--- src/sv/mrr_pkg.sv ---
// mrr_pkg: shared types and codes for the matrix ring rotator
// no dependencies; imported by every module of the block
package mrr_pkg;

    localparam int DATA_W  = 32;
    localparam int COORD_W = 6;   // holds any count or coordinate in use
    localparam int LEN_W   = 8;   // ring length, at most 2*(62+62)
    localparam int COUNT_MAX = (1 << COORD_W) - 1;

    localparam logic [1:0] ACT_WRITE  = 2'd0;
    localparam logic [1:0] ACT_READ   = 2'd1;
    localparam logic [1:0] ACT_ROTATE = 2'd2;

    localparam logic [1:0] ST_OK    = 2'd0;
    localparam logic [1:0] ST_COORD = 2'd1;
    localparam logic [1:0] ST_RING  = 2'd2;

    typedef struct packed {
        logic [COORD_W-1:0] lo;
        logic [COORD_W-1:0] hi_r;
        logic [COORD_W-1:0] hi_c;
    } t_ring_bounds;

endpackage

--- src/sv/mrr_ring_walk.sv ---
// mrr_ring_walk: steps a coordinate pair around one ring and forms its address
// order: down left column, along bottom row, up right column, back along top; uses mrr_pkg
module mrr_ring_walk #(
    parameter int MAX_COLS = 32,
    parameter int ADDR_W   = 10
) (
    input  logic                  i_clk,
    input  logic                  i_start,
    input  logic                  i_step,
    input  mrr_pkg::t_ring_bounds i_bounds,
    output logic [ADDR_W-1:0]     o_addr
);
    import mrr_pkg::*;

    logic [COORD_W-1:0] r_row, n_row;
    logic [COORD_W-1:0] r_col, n_col;

    always_comb begin
        n_row = r_row;
        n_col = r_col;
        if (i_start) begin
            n_row = i_bounds.lo;
            n_col = i_bounds.lo;
        end else if (i_step) begin
            if (r_col == i_bounds.lo && r_row != i_bounds.hi_r) begin
                n_row = r_row + COORD_W'(1);
            end else if (r_row == i_bounds.hi_r && r_col != i_bounds.hi_c) begin
                n_col = r_col + COORD_W'(1);
            end else if (r_col == i_bounds.hi_c && r_row != i_bounds.lo) begin
                n_row = r_row - COORD_W'(1);
            end else begin
                n_col = r_col - COORD_W'(1);
            end
        end
    end

    always_ff @(posedge i_clk) begin
        r_row <= n_row;
        r_col <= n_col;
    end

    assign o_addr = ADDR_W'(32'(r_row) * MAX_COLS + 32'(r_col));

endmodule

--- config.mk ---
export PLATFORM = sky130hd
export DESIGN_NAME = mrr_ring_walk
export DESIGN_NICKNAME = d
export VERILOG_FILES = /design/src/sv/mrr_pkg.sv /design/src/sv/mrr_ring_walk.sv
export SDC_FILE = /design/constraint.sdc
export NUM_CORES = 1
export LEC_CHECK = 0
export BUFFER_PORTS_ARGS = -buffer_cell sky130_fd_sc_hd__buf_2
export CAP_MARGIN = 40
export CORE_ASPECT_RATIO = 0.9
export CORE_MARGIN = 4
export CORE_UTILIZATION = 45
export CTS_BUF_LIST = sky130_fd_sc_hd__clkbuf_8
export CTS_CLUSTER_DIAMETER = 150
export CTS_CLUSTER_SIZE = 40
export DETAILED_ROUTE_END_ITERATION = 10
export GPL_TIMING_DRIVEN = 0
export PLACE_DENSITY = 0.69
export SYNTH_ARGS = -nofsm -noshare
export SYNTH_HDL_FRONTEND = slang
export SYNTH_SLANG_ARGS = --single-unit
--- constraint.sdc ---
create_clock -name i_clk -period 3.95 [get_ports i_clk]
set_clock_uncertainty 0.2 [all_clocks]
set_input_delay 0.1975 -clock i_clk [delete_from_list [all_inputs] [get_ports i_clk]]
set_output_delay 0.1975 -clock i_clk [all_outputs]
set_load 0.01 [all_outputs]
==> run summary <==
fin cells: 183
hpwl dp: 2300 um
synth unique cells: 25
Synth Cell Area: 0.00120 mm2
max_slew headroom: 39.1%
Hold Buf Count CTS: 0
layout cells sized above 1: 25.8%
Final Wtd Congestion: 0.805
CP cell instances: xnor2_1, nand4_1, o211ai_1, o21ai_0, o21ai_0
CTS clk-pin slew, worst paths: 50 ps
drt pass-1 iters: 4
#FFs+latches synth: 12
startpoint types: register
total congestion overflow: 0
Worst setup EP type: register
Synth Instances: 121
Fin Setup TNS: 0 ps
Root Buffer Master: clkbuf_8
first-pass GRT wire length: 4730 um
clk buf depth: 2
Leak: 0.632 nW
Final Hold Vio Count: 0
yosys warns: 0
setup violators final: 0
vias in the first global route: 1061
Post-CTS Setup Bufs: 0
largest net degree at the start of global routing: 11
Die Span Y: 57.0 um
drt wl/cell: 15.7 um
Final period util: 82.6%
ANT cells: 0
Slew Limit Fails: 0
Initial Util: 47.9%
placed insts: 179
Final min period: 3260 ps
CTS tree: yes
worst slew pin tran: 904 ps
CP max-delay cell: o21ai_0
CP max FO: 7
Post-synth top flop: edfxtp_1
Final #Nets: 189
cts repair resizes: 0
vias: 1024
Async SR Flop Fraction: 0%
HP Class: in2reg
DRC viols: 0
Req. time, crit path: 3610 ps
Die Width: 62.5 um
Placeable Area: 0.00251 mm2
Clock Latency Late Sink: 240 ps
die footprint: 0.00356 mm2
peak supply drop: 0.000179 V
Max-cap violations: 0
pwr/cell area: 405 mW/mm2
status: completed
IO Count: 31
crit path kind: reg2reg
routed vias/inst: 5.60
Peak Freq: 306 MHz
Post-synth EDFFs: 12
number of placement rows: 17
Critical Path Most Common Cell: o21ai_0
TritonCTS buffer count: 3
antenna violation net count after detailed routing: 0
I/O Buffers: 30
unrepaired setup endpoints after global routing: false
CP Data Arrival Time: 2930 ps
Sinks on Clock Net: 12
syn_area_per_cell: 9.93 um2
initial antenna violation count: 0
sequential area share after synthesis: 30.0%
Layout Area Growth over Synthesis: 19.2%
final wirelength: 2880 um
all-layer global routing usage: 16.7%
CP peak stage delay: 800 ps
initial drt markers: 43
total number of H-tree levels: 1
post-synth net total: 154
[state kept, by name, indices dropped and copies added, names as in the netlist]
register	cells
r_col	6
r_row	6
[per-stage QoR]
stage | total power [mW] | setup slack (ps) | instance area [um2] | util, % | hold WS (ps)
floorplan | 0.390 | 1210 | 1200 | - | 198
global placement | 0.454 | 855 | 1390 | 55.2 | 376
detailed placement | 0.466 | 685 | 1390 | 55.2 | 383
CTS | 0.582 | 662 | 1430 | 57.0 | 136
global route | 0.621 | 369 | 1430 | 57.0 | 144
finish | 0.580 | 687 | 1430 | 57.0 | 135
[power breakdown]
part / total [mW] / leakage [nW] / internal (mW) / switching, mW
Sequential: 0.208 / 0.120 / 0.170 / 0.0374
Clock: 0.114 / 0.0231 / 0.0686 / 0.0456
Combinational: 0.258 / 0.489 / 0.134 / 0.124
Total: 0.580 / 0.632 / 0.373 / 0.207
[layout by cell type, fill, tap and decap left out, drive strengths merged]
master  count
a21o        5
nor3        1
nor4        2
xor2       19
clkinv      1
a21oi      10
nand3       2
xnor2      14
xor3        1
clkbuf      5
buf        35
nand4       2
ha         10
fa          2
a211oi      3
nor2        4
edfxtp     12
o211ai      1
o21bai      2
nand2       6
inv         5
xnor3       1
o21ai      12
[layout make-up]
type / instances / area [um2]
fill: 236 / 1080
multi-input combinational: 97 / 776
sequential: 12 / 360
timing repair buffer: 30 / 150
buffer: 7 / 46.3
clock buffer: 3 / 41.3
tap: 28 / 35.0
inverter: 5 / 18.8
clock inverter: 1 / 3.75
[critical path: cells and delay by family, from the launching register on]
kind,cells,cell delay [ps]
compound gates,3,1780
simple gates,1,170
flops,1,540
xor+xnor,1,200
[synth_stat cells (2+ instances only)]
| cell type | instances | area [um2] |
|---|---|---|
| a211oi_1 | 2 | 15.0 |
| a21o_1 | 5 | 37.5 |
| a21oi_1 | 10 | 50.1 |
| buf_4 | 5 | 37.5 |
| edfxtp_1 | 12 | 360 |
| fa_1 | 2 | 40.0 |
| ha_1 | 10 | 125 |
| inv_1 | 5 | 18.8 |
| nand2_1 | 6 | 22.5 |
| nand3_1 | 2 | 10.0 |
| nand4_1 | 2 | 12.5 |
| nor2_1 | 4 | 15.0 |
| nor4_1 | 2 | 12.5 |
| o21ai_0 | 11 | 55.1 |
| o21bai_1 | 2 | 15.0 |
| xnor2_1 | 14 | 123 |
| xor2_1 | 19 | 166 |
[path summary, 6_finish.rpt]
check | startpoint | endpoint | slack (ps) | cells past startpoint
max reg2reg | r_row[0] | r_col[4] | 690 | 5
min | i_bounds[13] | r_row[1] | 140 | 3
max | r_row[0] | r_col[4] | 690 | 5
min reg2reg | r_row[0] | r_row[0] | 650 | 1
[logic make-up after synthesis]
group	after synthesis	share of synthesized area [%]
adders and majority gates	12	13.8
xor gates and xnor gates	35	27.9
buffers and inverters	12	5.42
DFF	12	30.0
AOI/OAI and AO/OA	33	16.5
and+or+nand+nor	17	6.46
[routing by layer]
metal  part of all wire, %  vias to the layer above  global-route usage, %  routed length (um)
met5                     0                        -                      0                   0
met2                    51                       31                   29.8                1470
met1                    43                      495                   19.8                1230
met3                   6.1                        0                   3.94                 175
met4                     0                        0                   5.97                   0
li1                      -                      498                      -                   -
Power figures use the tool's default switching activity.
