===== src/sv/mrr_pkg.sv =====
// mrr_pkg: shared types and codes for the matrix ring rotator
// no dependencies; imported by every module of the block
package mrr_pkg;

    localparam int DATA_W  = 32;
    localparam int COORD_W = 6;   // holds any count or coordinate in use
    localparam int LEN_W   = 8;   // ring length, at most 2*(62+62)
    localparam int COUNT_MAX = (1 << COORD_W) - 1;

    localparam logic [1:0] ACT_WRITE  = 2'd0;
    localparam logic [1:0] ACT_READ   = 2'd1;
    localparam logic [1:0] ACT_ROTATE = 2'd2;

    localparam logic [1:0] ST_OK    = 2'd0;
    localparam logic [1:0] ST_COORD = 2'd1;
    localparam logic [1:0] ST_RING  = 2'd2;

    typedef struct packed {
        logic [COORD_W-1:0] lo;
        logic [COORD_W-1:0] hi_r;
        logic [COORD_W-1:0] hi_c;
    } t_ring_bounds;

endpackage


===== src/sv/mrr_mod_unit.sv =====
// mrr_mod_unit: iterative remainder of a 32-bit magnitude by the ring length
// one quotient bit per cycle; depends on mrr_pkg
module mrr_mod_unit (
    input  logic                     i_clk,
    input  logic                     i_rst_n,
    input  logic                     i_start,
    input  logic [mrr_pkg::DATA_W-1:0] i_dividend,
    input  logic [mrr_pkg::LEN_W-1:0]  i_len,
    output logic                     o_done,
    output logic [mrr_pkg::LEN_W-1:0]  o_rem
);
    import mrr_pkg::*;

    logic              r_busy;
    logic              r_done;
    logic [4:0]        r_cnt;
    logic [DATA_W-1:0] r_dvd;
    logic [LEN_W-1:0]  r_rem;
    logic [LEN_W:0]    trial;
    logic              fits;

    assign trial = {r_rem, r_dvd[DATA_W-1]};
    assign fits  = (trial >= {1'b0, i_len});

    always_ff @(posedge i_clk) begin
        if (!i_rst_n) begin
            r_busy <= 1'b0;
            r_done <= 1'b0;
            r_cnt  <= '0;
        end else begin
            r_done <= !i_start && r_busy && (r_cnt == 5'd31);
            if (i_start) begin
                r_busy <= 1'b1;
                r_cnt  <= '0;
            end else if (r_busy) begin
                r_cnt <= r_cnt + 5'd1;
                if (r_cnt == 5'd31) begin
                    r_busy <= 1'b0;
                end
            end
        end
    end

    always_ff @(posedge i_clk) begin
        if (i_start) begin
            r_dvd <= i_dividend;
            r_rem <= '0;
        end else if (r_busy) begin
            r_dvd <= {r_dvd[DATA_W-2:0], 1'b0};
            // partial remainder stays below the length, so trial < 2*len
            r_rem <= fits ? LEN_W'(trial - {1'b0, i_len}) : trial[LEN_W-1:0];
        end
    end

    assign o_done = r_done;
    assign o_rem  = r_rem;

endmodule


===== config.mk =====
export PLATFORM = sky130hd
export DESIGN_NAME = mrr_mod_unit
export DESIGN_NICKNAME = d
export VERILOG_FILES = /design/src/sv/mrr_pkg.sv /design/src/sv/mrr_mod_unit.sv
export SDC_FILE = /design/constraint.sdc
export NUM_CORES = 1
export LEC_CHECK = 0
export ABC_CLOCK_PERIOD_IN_PS = 3600
export BUFFER_PORTS_ARGS = -buffer_cell sky130_fd_sc_hd__buf_2
export CORE_AREA = 3 3 87 89
export DETAILED_ROUTE_END_ITERATION = 7
export DIE_AREA = 0 0 90 92
export GPL_TIMING_DRIVEN = 0
export REMOVE_ABC_BUFFERS = 1
export SLEW_MARGIN = 25
export SYNTH_ARGS = -nofsm -noshare
export SYNTH_HDL_FRONTEND = slang
export SYNTH_SLANG_ARGS = --single-unit

===== constraint.sdc =====
create_clock -name i_clk -period 3.6 [get_ports i_clk]
set_input_delay 0.72 -clock i_clk [delete_from_list [all_inputs] [get_ports i_clk]]
set_output_delay 0.72 -clock i_clk [all_outputs]
set_load 0.01 [all_outputs]

==> reports/qor.yml <==
setup_path:
  r2r_end: "o_rem[1]"
  crit_path_max_incr_delay_ps: 490
  cp_slowest_cell: "a21oi_2"
  crit_fanout: 14
  critPathKind: "input pin to flop"
  cp-end-kind: "flop"
  r2r-start: "o_rem[3]"
  cp_cell_sequence: "buf_2, inv_1, ha_1, a21oi_1, o221ai_1, a21oi_2, mux2_2, o21ai_0"
  cp.arrival_ps: 2610
  required_ps: 3830
  r2r_slack_ps: 1400
  reg2reg_depth: 6
  startpoint_type: "input pin"
sta:
  tightest_slew_ps: 786
  finalSetupViolCount: 0
  skew_ps: 3.86
  fmax_mhz: 420
  setup_tns_ps: 0
  whs_ps: 514
  relSlewSlack_pct: 47.6
  rsz0062_at_grt: "false"
  maxSlewViolCount: 0
  fin_crit_ps: 2380
  hold_viol_final: 0
  fin_crit_sh_pct: 66.2
min_path:
  min_delay_worst_endpoint: "o_rem[1]"
  hold_class: "flop to flop"
  min-delay-start: "o_rem[1]"
  min_path_cells: 2
synth:
  ys_ff_latch: 47
  synth_area_leaders: "edfxtp_1, mux2_2, dfxtp_1"
  yosys_warnings: 0
  ys_seq_area_share_pct: 54.1
  yosysTopAreaCell: "edfxtp_1"
  synth_edf_count: 32
  postSynth.asyncResetShare_pct: 0
  synth_ff_type: "edfxtp_1"
  ys_types: 33
  yosysTopAreaCellShare_pct: 41.2
  syn_inst: 191
  synthesis.area_sq_mm: 0.00233
  avgSynthCellArea_sq_um: 12.2
global_routing:
  grt_max_degree: 39
  track_usage_pct: 10.8
  grt_pass1_vias: 1563
  antenna_found_initial: 0
  overflow: 0
  grt_pass1_wl_mm: 7.27
placed_design:
  dp_hpwl_mm: 3.02
  gp_congestion: 0.859
  port_buffers: 51
clock_network:
  holdBufCountCts: 0
  cts_resized: 0
  clk_latency_ps: 290
  clk_path_buf_depth: 2
  h-tree-depth: 2
  cts-root-buf: "clkbuf_8"
  clkTransAtPathRegs_ps: 80
  tritoncts: "built"
  cts.sinks: 47
  post_cts_buffers: 0
  cts_made_buffers: 5
layout:
  area.growth.synth_to_final_pct: 18.7
  seqCellArea_sq_mm: 0.00126
  multiInputGateArea_sq_um: 993
  nNetsFinal: 297
  diodes: 0
  fillers: 713
  layout-drive-gt1-share_pct: 38.9
drt:
  finalWirelength_mm: 4.23
  wire_per_inst_microns: 12.4
  drt-initial-drc-count: 60
  dr.pass1.iters: 4
  routed_via_density: 4.57
  num_vias: 1554
  route.detailed.drc: 0
  antenna_left: 0
power:
  irDropWorstVdd_v: 0.000200
  p_total_mw: 1.13
  p_seq_share_pct: 57.1
  combPwrFrac_pct: 14.1
  p_clk_share_pct: 28.8
  power.leakage_nw: 1.13
  switchingPower_uw: 266
  swShare_pct: 23.4
  p_per_area_mw_per_mm2: 410
  internal_power_uw: 869
die:
  dieHeight_microns: 92
  rows: 30
  design.core.area_sq_mm: 0.00683
  die-area_sq_mm: 0.00828
  io_pins: 52
  start_util_pct: 34.1
  fp.dieW_microns: 90
job:
  maxCapViolations: 0
status:
  outcome: "completed"
-- kinds of logic after synthesis --
logic type | after synthesis | synth area share (%)
xor+xnor | 5 | 1.88
simple gates | 41 | 8.37
buf+inv | 18 | 3.27
fa+ha+maj | 11 | 6.23
compound gates | 34 | 9.39
mux | 35 | 16.7
flops | 47 | 54.1
-- worst max-delay path, delay by kind of cell --
family                     cells  cell delay [ps]
AOI/OAI and AO/OA              4             1040
muxes                          1              400
adders and majority gates      1              340
buffers and inverters          2              100
-- flip-flops by register name (all words and copies together) (netlist names) --
name and count:
r_busy 1, o_done 1, r_cnt 5, o_rem 8, r_dvd 32
-- cell usage after synthesis (2+ instances only) --
library cell  number
mux2i_1            3
o21ai_0            8
ha_1              10
xnor2_1            3
buf_1              4
nand2b_1           3
o31a_1             2
a21oi_1           11
o21a_1             4
nor2b_1            3
xor2_1             2
nor2_1            17
inv_1             12
a211oi_1           4
mux2_2            32
nand2_1           10
nor3_1             2
edfxtp_1          32
dfxtp_1           15
-- power groups by stage --
stage | Clock, mW | Combinational [mW] | Sequential, mW
detailed placement | 0 | 0.162 | 0.660
global route | 0.355 | 0.183 | 0.654
global placement | 0 | 0.158 | 0.660
finish | 0.327 | 0.160 | 0.647
CTS | 0.340 | 0.163 | 0.649
floorplan | 0 | 0.107 | 0.656
-- metrics by stage --
stage                     instances  worst slack, ps  area, sq um  utilization (%)
after floorplan                 185             1260         2300                -
after global placement          332              480         2680             39.2
after detailed placement        332              920         2680             39.2
after CTS                       340             1230         2770             40.5
after global routing            340             1040         2770             40.5
final                           340             1220         2770             40.5
-- cells in the final DEF (no fill, tap or decap), types with 4 or more instances in the layout --
cell type   n
ha_1       10
o21ai_0     8
a21oi_1    11
o21a_1      4
mux2_2     32
buf_2      51
edfxtp_1   32
inv_1      11
clkbuf_8    6
a211oi_1    4
dfxtp_1    15
nand2_1    10
nor2_1     17
-- area by class of cell --
| cell class | count | area share, % |
|---|---|---|
| clock inverter | 1 | 0.181 |
| tap | 96 | 4.34 |
| clock buffer | 7 | 3.12 |
| timing repair buffer | 51 | 9.23 |
| multi-input combinational | 126 | 35.9 |
| inverter | 12 | 1.63 |
| sequential | 47 | 45.6 |
-- layer usage --
metal | GRT usage [%] | up-vias | wire, microns | share of wire [%]
met3 | 4.68 | 5 | 414 | 9.8
met5 | 0 | - | 0 | 0
met2 | 17.2 | 48 | 1850 | 44
met1 | 13.3 | 708 | 1930 | 46
li1 | - | 793 | - | -
met4 | 3.06 | 0 | 32 | 0.76
-- worst max-delay path by stage --
| stage | startpoint | to | cells after the start |
|---|---|---|---|
| global placement | i_start | r_dvd[1] | 3 |
| floorplan | i_len[4] | o_rem[1] | 7 |
| detailed placement | i_len[4] | o_rem[1] | 8 |
| finish | i_len[4] | o_rem[1] | 8 |
| CTS | i_len[4] | o_rem[1] | 8 |
| global route | i_len[4] | o_rem[1] | 8 |
Note: power is estimated with default switching activity, not from simulation.
